### config.mk
export PLATFORM = sky130hd
export DESIGN_NAME = signed_int_to_decimal_ascii_unit
export DESIGN_NICKNAME = d
export VERILOG_FILES = /design/src/rtl/sidac_pkg.sv /design/src/rtl/sidac_bcd.sv /design/src/rtl/signed_int_to_decimal_ascii_unit.sv
export SDC_FILE = /design/constraint.sdc
export NUM_CORES = 1
export LEC_CHECK = 0
export BUFFER_PORTS_ARGS = -buffer_cell sky130_fd_sc_hd__buf_2
export CORE_MARGIN = 2
export CORE_UTILIZATION = 65
export DETAILED_ROUTE_END_ITERATION = 12
export PLACE_DENSITY = 0.85
export SKIP_LAST_GASP = 1
export SLEW_MARGIN = 20
export SYNTH_ARGS = -nofsm -noshare
export SYNTH_HDL_FRONTEND = slang
export SYNTH_SLANG_ARGS = --single-unit
export TNS_END_PERCENT = 10
### constraint.sdc
create_clock -name clk_i -period 9.5 [get_ports clk_i]
set_input_delay 0.95 -clock clk_i [delete_from_list [all_inputs] [get_ports clk_i]]
set_output_delay 0.95 -clock clk_i [all_outputs]
set_load 0.02 [all_outputs]
### src/rtl/sidac_pkg.sv
package sidac_pkg;

  localparam int unsigned CHAR_W = 6;

  localparam logic [CHAR_W-1:0] CHAR_ZERO  = 6'd48;
  localparam logic [CHAR_W-1:0] CHAR_MINUS = 6'd45;

  // Operation of the shared BCD shift unit
  typedef enum logic [1:0] {
    OP_HOLD = 2'd0,
    OP_LOAD = 2'd1,
    OP_DAB  = 2'd2,
    OP_NIB  = 2'd3
  } bcd_op_e;

  // Sequencer states
  typedef enum logic [2:0] {
    ST_IDLE  = 3'd0,
    ST_CONV  = 3'd1,
    ST_SIGN  = 3'd2,
    ST_SKIP  = 3'd3,
    ST_DIGIT = 3'd4
  } seq_state_e;

endpackage

### src/rtl/sidac_bcd.sv
module sidac_bcd import sidac_pkg::*; #(
  parameter int unsigned VALUE_WIDTH = 64,
  parameter int unsigned NDIG        = 19
) (
  input  logic                   clk_i,
  input  bcd_op_e                op_i,
  input  logic [VALUE_WIDTH-1:0] mag_i,
  output logic [3:0]             top_digit_o
);

  localparam int unsigned BCD_W = 4 * NDIG;

  logic [VALUE_WIDTH-1:0] bin_q, bin_d;
  logic [BCD_W-1:0]       bcd_q, bcd_d;
  logic [BCD_W-1:0]       bcd_adj;

  // Add three to every digit of five or more before the shift
  always_comb begin
    for (int k = 0; k < NDIG; k++) begin
      if (bcd_q[4*k +: 4] >= 4'd5) begin
        bcd_adj[4*k +: 4] = bcd_q[4*k +: 4] + 4'd3;
      end else begin
        bcd_adj[4*k +: 4] = bcd_q[4*k +: 4];
      end
    end
  end

  always_comb begin
    bin_d = bin_q;
    bcd_d = bcd_q;
    case (op_i)
      OP_LOAD: begin
        bin_d = mag_i;
        bcd_d = '0;
      end
      OP_DAB: begin
        bin_d = {bin_q[VALUE_WIDTH-2:0], 1'b0};
        bcd_d = {bcd_adj[BCD_W-2:0], bin_q[VALUE_WIDTH-1]};
      end
      OP_NIB: begin
        bcd_d = {bcd_q[BCD_W-5:0], 4'd0};
      end
      default: begin
        bin_d = bin_q;
        bcd_d = bcd_q;
      end
    endcase
  end

  always_ff @(posedge clk_i) begin
    bin_q <= bin_d;
    bcd_q <= bcd_d;
  end

  assign top_digit_o = bcd_q[BCD_W-1 -: 4];

endmodule

### src/rtl/signed_int_to_decimal_ascii_unit.sv
// Signed integer to decimal ASCII text.
//
// Command port: an item (value_i) is taken at a rising edge where start_i is
// high and busy_o is low. Only the low VALUE_WIDTH bits of value_i are used,
// read as two's complement. busy_o stays high until the last character of the
// item has been shown.
//
// Result port: one ASCII character at a time marked by valid_o, most
// significant first: a minus sign for negative values, then the digits with
// no leading zeros (zero gives a single '0'). last_o flags the final one.
// Each character is present for exactly one cycle; the receiver cannot stall.
//
// Sequence: VALUE_WIDTH shift-and-add-three steps in one shared BCD unit, a
// step for a minus sign, one per dropped leading zero, one to find the leading
// digit and one per digit shown; zeros dropped plus digits shown is NDIG (19
// at the default width).
//
// Reset (rst_ni low, asynchronous) returns the sequencer to idle and drops
// any item in progress; no character is emitted for it.
module signed_int_to_decimal_ascii_unit import sidac_pkg::*; #(
  parameter int unsigned VALUE_WIDTH = 64
) (
  input  logic              clk_i,
  input  logic              rst_ni,
  input  logic              start_i,
  input  logic [63:0]       value_i,
  output logic              busy_o,
  output logic              valid_o,
  output logic [CHAR_W-1:0] character_o,
  output logic              last_o
);

  // Decimal digits of the largest magnitude, 2^(VALUE_WIDTH-1)
  localparam int unsigned NDIG  = (((VALUE_WIDTH - 1) * 1233) >> 12) + 1;
  localparam int unsigned CNT_W = $clog2(VALUE_WIDTH + 1);
  localparam int unsigned DIG_W = $clog2(NDIG);

  seq_state_e state_q, state_d;
  logic [CNT_W-1:0] cnt_q, cnt_d;
  logic [DIG_W-1:0] dig_q, dig_d;
  logic             neg_q, neg_d;

  logic [VALUE_WIDTH-1:0] val;
  logic [VALUE_WIDTH-1:0] mag;
  logic                   accept;
  bcd_op_e                op;
  logic [3:0]             top_digit;

  assign val    = value_i[VALUE_WIDTH-1:0];
  // Negate in VALUE_WIDTH bits; the most negative value maps onto itself,
  // which read unsigned is the right magnitude
  assign mag    = val[VALUE_WIDTH-1] ? (~val + VALUE_WIDTH'(1)) : val;
  assign accept = start_i && (state_q == ST_IDLE);

  sidac_bcd #(
    .VALUE_WIDTH (VALUE_WIDTH),
    .NDIG        (NDIG)
  ) u_bcd (
    .clk_i       (clk_i),
    .op_i        (op),
    .mag_i       (mag),
    .top_digit_o (top_digit)
  );

  // Next state and counters
  always_comb begin
    state_d = state_q;
    cnt_d   = cnt_q;
    dig_d   = dig_q;
    neg_d   = neg_q;
    case (state_q)
      ST_IDLE: begin
        if (accept) begin
          state_d = ST_CONV;
          cnt_d   = CNT_W'(VALUE_WIDTH);
          neg_d   = val[VALUE_WIDTH-1];
        end
      end
      ST_CONV: begin
        cnt_d = cnt_q - CNT_W'(1);
        if (cnt_q == CNT_W'(1)) begin
          state_d = neg_q ? ST_SIGN : ST_SKIP;
          dig_d   = DIG_W'(NDIG - 1);
        end
      end
      ST_SIGN: begin
        state_d = ST_SKIP;
      end
      ST_SKIP: begin
        // Drop leading zeros, but always keep the units digit
        if ((top_digit == 4'd0) && (dig_q != '0)) begin
          dig_d = dig_q - DIG_W'(1);
        end else begin
          state_d = ST_DIGIT;
        end
      end
      ST_DIGIT: begin
        dig_d = dig_q - DIG_W'(1);
        if (dig_q == '0) begin
          state_d = ST_IDLE;
        end
      end
      default: begin
        state_d = ST_IDLE;
      end
    endcase
  end

  // Outputs and shared unit control
  always_comb begin
    op          = OP_HOLD;
    busy_o      = 1'b1;
    valid_o     = 1'b0;
    character_o = CHAR_ZERO;
    last_o      = 1'b0;
    case (state_q)
      ST_IDLE: begin
        busy_o = 1'b0;
        if (accept) begin
          op = OP_LOAD;
        end
      end
      ST_CONV: begin
        op = OP_DAB;
      end
      ST_SIGN: begin
        valid_o     = 1'b1;
        character_o = CHAR_MINUS;
      end
      ST_SKIP: begin
        if ((top_digit == 4'd0) && (dig_q != '0)) begin
          op = OP_NIB;
        end
      end
      ST_DIGIT: begin
        op          = OP_NIB;
        valid_o     = 1'b1;
        character_o = CHAR_ZERO + {2'b00, top_digit};
        last_o      = (dig_q == '0);
      end
      default: begin
        op = OP_HOLD;
      end
    endcase
  end

  always_ff @(posedge clk_i or negedge rst_ni) begin
    if (!rst_ni) begin
      state_q <= ST_IDLE;
      cnt_q   <= '0;
      dig_q   <= '0;
      neg_q   <= 1'b0;
    end else begin
      state_q <= state_d;
      cnt_q   <= cnt_d;
      dig_q   <= dig_d;
      neg_q   <= neg_d;
    end
  end

endmodule

==> results of run 1 <==
synth_stat cells (10+ instances only):
cell type  instances  area, µm²
o41ai_1           18        158
mux2_2            13        146
o31ai_1           20        150
ha_1              48        601
xor2_1            35        307
a22o_1            18        158
and3_1            14       87.6
o21ai_0          118        591
nand4_1           17        106
edfxtp_1         140       4200
nand2b_1          26        163
nand3_1           28        140
nor2b_1           10       62.6
or4_1             15        113
dfrtp_1           16        400
nor3b_1           22        165
a21oi_1           69        345
nor2_1            35        131
xnor2_1           34        298
clkbuf_1          51        191
or3_1             11       68.8
inv_1             55        206
nor3_1            24        120
nand2_1          123        462
path summary, 6_finish.rpt:
kind                                       from                   endpoint  slack (ns)  depth (start not counted)
setup / recovery           dig_q[0]$_DFFE_PN0P_  u_bcd.bcd_q[28]$_DFFE_PP_        5.38                         11
hold / removal                           rst_ni       dig_q[2]$_DFFE_PN0P_        0.43                          1
setup reg to reg           dig_q[0]$_DFFE_PN0P_  u_bcd.bcd_q[28]$_DFFE_PP_        5.38                         11
hold reg to reg            cnt_q[5]$_DFFE_PN0P_       cnt_q[5]$_DFFE_PN0P_        0.48                          1
max in group asynchronous                rst_ni       cnt_q[2]$_DFFE_PN0P_        8.80                          1
min in group clk_i         cnt_q[5]$_DFFE_PN0P_       cnt_q[5]$_DFFE_PN0P_        0.48                          1
cell type report:
cell class / instances / area, µm²
multi-input cells: 784 / 5130
flip-flops and latches: 156 / 4600
fillers: 1099 / 4030
clock buffers: 20 / 447
repair buffers: 81 / 423
well taps: 188 / 235
inverters: 56 / 210
clock inverters: 12 / 123
metal layers:
layer  part of all wire  GRT usage
met1               0.44      0.364
met3              0.054     0.0470
met2               0.49      0.439
met5                  0          0
met4              0.014     0.0831
power by group:
| part | leakage, µW | internal (µW) | switching (µW) | total (µW) |
|---|---|---|---|---|
| registers | 0.00173 | 1420 | 256 | 1680 |
| clock network | 0.000269 | 391 | 275 | 666 |
| logic | 0.00228 | 708 | 1180 | 1880 |
| total | 0.00428 | 2520 | 1710 | 4230 |
worst register-to-register path, delay by kind of cell (launching register included):
| kind | cells | cell delay (ns) |
|---|---|---|
| buf+inv | 3 | 1.28 |
| compound gates | 3 | 0.64 |
| simple gates | 3 | 1.09 |
| fa+ha+maj | 2 | 0.46 |
| flops | 1 | 0.39 |
registers in the layout, summed over array words and instances (netlist names):
| register | flops |
|---|---|
| neg_q | 1 |
| dig_q | 5 |
| u_bcd.bin_q | 64 |
| state_q | 3 |
| cnt_q | 7 |
| u_bcd.bcd_q | 76 |
logic make-up (layout without fill, tap and decap cells):
logic type / Yosys count / count (layout) / share of synthesized area
compound gates: 294 / 294 / 0.182
simple gates: 357 / 357 / 0.187
flops: 156 / 156 / 0.454
mux: 15 / 15 / 0.0164
xor+xnor: 69 / 69 / 0.0596
buf+inv: 111 / 169 / 0.0417
other cells: 1 / 1 / 0.000370
fa+ha+maj: 48 / 48 / 0.0592
stage by stage:
stage	worst slack [ns]	area, µm²	total power (µW)	std cells	hold WS (ns)
floorplan	5.69	10100	3080	1051	0.444
global route	5.17	11200	4540	1297	0.458
CTS	5.40	11200	4220	1297	0.430
finish	5.38	11200	4230	1297	0.429
global placement	5.57	10600	3440	1265	0.469
detailed placement	5.48	10600	3530	1265	0.480
==> results.cfg, run 1 <==
[global_routing]
grt_overflow = 0
grt_pass1_wl_mm = 35.9
grt_pass1_vias = 7558
grt.total_usage = 0.267
grt_max_degree = 97
antenna_found_initial = 0

[worst_setup_path]
critPathTopFamily = buffers and inverters
end_kind = flop
slowest_delay_ns = 0.69
cp_slowest_cell = buf_4
path_cells = inv_1 -> ha_1 -> or4b_2 -> a41o_1 -> nand2b_1 -> ha_4 -> inv_2 -> buf_4 -> nor2_1 -> a21oi_1 -> o32ai_1
worstPathRequired_ns = 9.65
cp-start-kind = flop
cp_data_arrival_time_ns = 4.27
critical_path_buf_inv_count = 3
cp_max_fo = 74
criticalPathCategory = flop to flop

[power]
ir_drop_mv = 0.231
powerDensity_mw_per_mm2 = 378
leakage_uw = 0.00428

[layout]
layout.nets = 1211
n_antenna_cell = 0
final_common_cell = edfxtp_1
finish.utilization = 0.735
area_growth_pct = 10.1
layout_common_cells = edfxtp_1 (140), nand2_1 (123), o21ai_0 (118)
drive_gt1_frac = 0.126

[sta]
fin_worst_skew_ns = 0.0105
setup-violations-final = 0
final_hold_viol_count = 0
maxClockFrequency_mhz = 243
rsz0062_at_grt = false
setup_tns_ns = 0
finalCritPeriodShare = 0.434
relSlewSlack = 0.328
tightestPinTransition_ns = 1.01
drv_slew = 0
layout_min_cycle_time_ns = 4.12

[synthesis]
synthesis.area_mm2 = 0.0101
seq_area_frac_synth = 0.454
syn_inst = 1051
synth_ff_type = edfxtp_1
avgSynthCellArea_um2 = 9.65
postSynth.asyncResetShare = 0.103
synth-edff-count = 140
synth-warning-count = 0
synth_nets = 1166
synth.distinct_cells = 57
synth_seq_cells = 156

[cts]
cts_resized = 0
clock_sinks = 156
clk_pin_slew_ns = 0.06
clock_latency_ns = 0.43
cts-hold-fix-buffers = 0
clk_path_buf_depth = 2
cts_setup_buffers = 0
cts-root-buf = clkbuf_16
cts_tree = built
numCtsBuffers = 17
h-tree-depth = 4

[route]
firstDrtPassIters = 5
ant_nets = 0
wl_mm = 21.6
viasPerCell = 6.38
drt_iter0_markers = 804
wl_per_cell_um = 16.7
drc = 0
vias = 8272

[die]
fp.dieH_um = 129
core_mm2 = 0.0152
start_util = 0.667
die_w_um = 129
row_count = 45
pin_count = 76
dieArea_mm2 = 0.0166

[place]
hpwl_mm = 13.8
port_buffers = 74
gp_congestion = 0.828

[outcome]
status = completed

[flow_run]
drv_cap = 0

[hold_path]
hp-class = input port to asynchronous set/reset pin
(Power assumes the default switching activity.)
==> run 2: changes to the inputs <==
--- a/config.mk
+++ b/config.mk
@@ -7,9 +7,9 @@
 export LEC_CHECK = 0
 export BUFFER_PORTS_ARGS = -buffer_cell sky130_fd_sc_hd__buf_2
 export CORE_MARGIN = 2
-export CORE_UTILIZATION = 65
+export CORE_UTILIZATION = 61
 export DETAILED_ROUTE_END_ITERATION = 12
-export PLACE_DENSITY = 0.85
+export PLACE_DENSITY = 0.81
 export SKIP_LAST_GASP = 1
 export SLEW_MARGIN = 20
 export SYNTH_ARGS = -nofsm -noshare
==> constraint.sdc (replaced) <==
create_clock -name clk_i -period 4.25 [get_ports clk_i]
set_input_delay 0.425 -clock clk_i [delete_from_list [all_inputs] [get_ports clk_i]]
set_output_delay 0.425 -clock clk_i [all_outputs]
set_load 0.02 [all_outputs]
==> run 2 against run 1 <==
Compared with the run above: sequential share of layout area down 0.73 points; sequential cell count unchanged; setup slack worse by 4.7 ns; first-iteration DRC count down 0.62%; worst hold slack lost 0.088 ns.
==> results.cfg, run 2 (synthesized netlist as in run 1, its figures left out) <==
[power]
p_int_uw = 5810
finalPower_uw = 9730
p_seq_frac = 0.384
powerDensity_mw_per_mm2 = 855
p_sw_uw = 3920
swShare = 0.403
p_comb_frac = 0.453
leakage_uw = 0.00438
clkPwrFrac = 0.163
ir_drop_mv = 0.688

[layout]
finish.utilization = 0.694
drive_gt1_frac = 0.135
layout_common_cells = edfxtp_1 (140), nand2_1 (123), o21ai_0 (118)
top_register = u_bcd.bcd_q
largestRegisters = u_bcd.bcd_q x76, u_bcd.bin_q x64, cnt_q x7
layout.nets = 1221
largest_register_ff_count = 76
regArea_mm2 = 0.00460
final_common_cell = edfxtp_1
multi_input_area_mm2 = 0.00513
n_antenna_cell = 0
area_growth_pct = 12.1
fill_cells = 1227

[hold_path]
hp-start = value_i[0]
hp-class = input port to flop
hold_end = u_bcd.bin_q[0]$_SDFFCE_PN0P_
min_path_cells = 3

[sta]
rsz0062_at_grt = false
setup_tns_ns = 0
whs_ns = 0.340
setup-violations-final = 0
fin_worst_skew_ns = 0.0106
layout_min_cycle_time_ns = 3.59
relSlewSlack = 0.373
finalCritPeriodShare = 0.845
drv_slew = 0
final_hold_viol_count = 0
tightestPinTransition_ns = 0.939
maxClockFrequency_mhz = 278
setup_slack_ns = 0.657

[route]
wl_per_cell_um = 17.0
drc = 0
firstDrtPassIters = 5
wl_mm = 22.8
ant_nets = 0
vias = 8421
viasPerCell = 6.29
drt_iter0_markers = 799

[global_routing]
grt_overflow = 0
grt_pass1_wl_mm = 38.0
grt_pass1_vias = 8035
antenna_found_initial = 0
grt_max_degree = 101
grt.total_usage = 0.262

[outcome]
status = completed

[worst_setup_path]
r2r_slack_ns = 0.66
slowest_delay_ns = 0.64
criticalPathCategory = flop to flop
r2r_cells = 9
path_cells = inv_1 -> ha_1 -> or4b_2 -> a41o_1 -> a21oi_1 -> ha_4 -> buf_12 -> nor3_1 -> a32o_1
worstPathRequired_ns = 4.44
cp_slowest_cell = or4b_2
cp_max_fo = 100
cp_data_arrival_time_ns = 3.78
cp-start-kind = flop
timing.rr.start = dig_q[0]$_DFFE_PN0P_
rr_endpoint = u_bcd.bin_q[63]$_DFFE_PP_
end_kind = flop

[cts]
clock_latency_ns = 0.43
numCtsBuffers = 17
cts_tree = built
clk_path_buf_depth = 2
clk_pin_slew_ns = 0.07
cts-root-buf = clkbuf_16
clock_sinks = 156
h-tree-depth = 4
cts_setup_buffers = 0
cts_resized = 0

[die]
pin_count = 76
die_w_um = 133
dieArea_mm2 = 0.0177
row_count = 47
fp.dieH_um = 133
core_mm2 = 0.0164
start_util = 0.618

[place]
gp_congestion = 0.822
port_buffers = 74
hpwl_mm = 14.4
dp_slack_ns = 0.704

[flow_run]
drv_cap = 0
[run 2: layout make-up]
| class | count | share of cell area |
|---|---|---|
| multi-input combinational | 784 | 0.451 |
| sequential | 156 | 0.405 |
| clock buffer | 24 | 0.0479 |
| timing repair buffer | 91 | 0.0473 |
| tap | 220 | 0.0242 |
| inverter | 56 | 0.0185 |
| clock inverter | 8 | 0.00616 |
[run 2: repair_timing]
action                                  4_1_cts  5_1_grt
hold endpoints to repair                     16        0
endpoints found under the setup margin        0        0
hold buffers                                  1        0
[run 2: critical path: cells and delay by family, from the launching register on]
family          cells  cell delay [ns]
compound gates      3             1.03
buf+inv             2             0.48
simple gates        2             0.77
fa+ha+maj           2             0.59
flops               1             0.40
[run 2: worst max path at each step]
stage               depth (start not counted)                  from                            to
finish                                      9  dig_q[0]$_DFFE_PN0P_     u_bcd.bin_q[63]$_DFFE_PP_
global route                               10  dig_q[0]$_DFFE_PN0P_     u_bcd.bin_q[52]$_DFFE_PP_
CTS                                        10  dig_q[0]$_DFFE_PN0P_     u_bcd.bin_q[51]$_DFFE_PP_
detailed placement                          9  dig_q[0]$_DFFE_PN0P_     u_bcd.bin_q[63]$_DFFE_PP_
global placement                            9  dig_q[0]$_DFFE_PN0P_     u_bcd.bin_q[63]$_DFFE_PP_
floorplan                                   8  dig_q[0]$_DFFE_PN0P_  u_bcd.bin_q[0]$_SDFFCE_PN0P_
[run 2: power groups by stage]
| stage | clock, µW | combinational [µW] | sequential [µW] |
|---|---|---|---|
| finish | 1590 | 4410 | 3740 |
| global placement | 0 | 4120 | 3710 |
| detailed placement | 0 | 4340 | 3730 |
| CTS | 1610 | 4410 | 3720 |
| global route | 1650 | 5000 | 3830 |
| floorplan | 0 | 3300 | 3590 |
[run 2: per-stage QoR]
stage	cell area [µm²]	instances
after floorplan	10100	1051
after global placement	10800	1306
after detailed placement	10800	1306
after CTS	11400	1339
after global routing	11400	1339
final	11400	1339
[run 2: routing by layer]
layer,wire length (µm),global-route usage
met1,9560,0.336
met2,11400,0.442
met3,1330,0.0540
met4,473,0.0956
met5,0,0
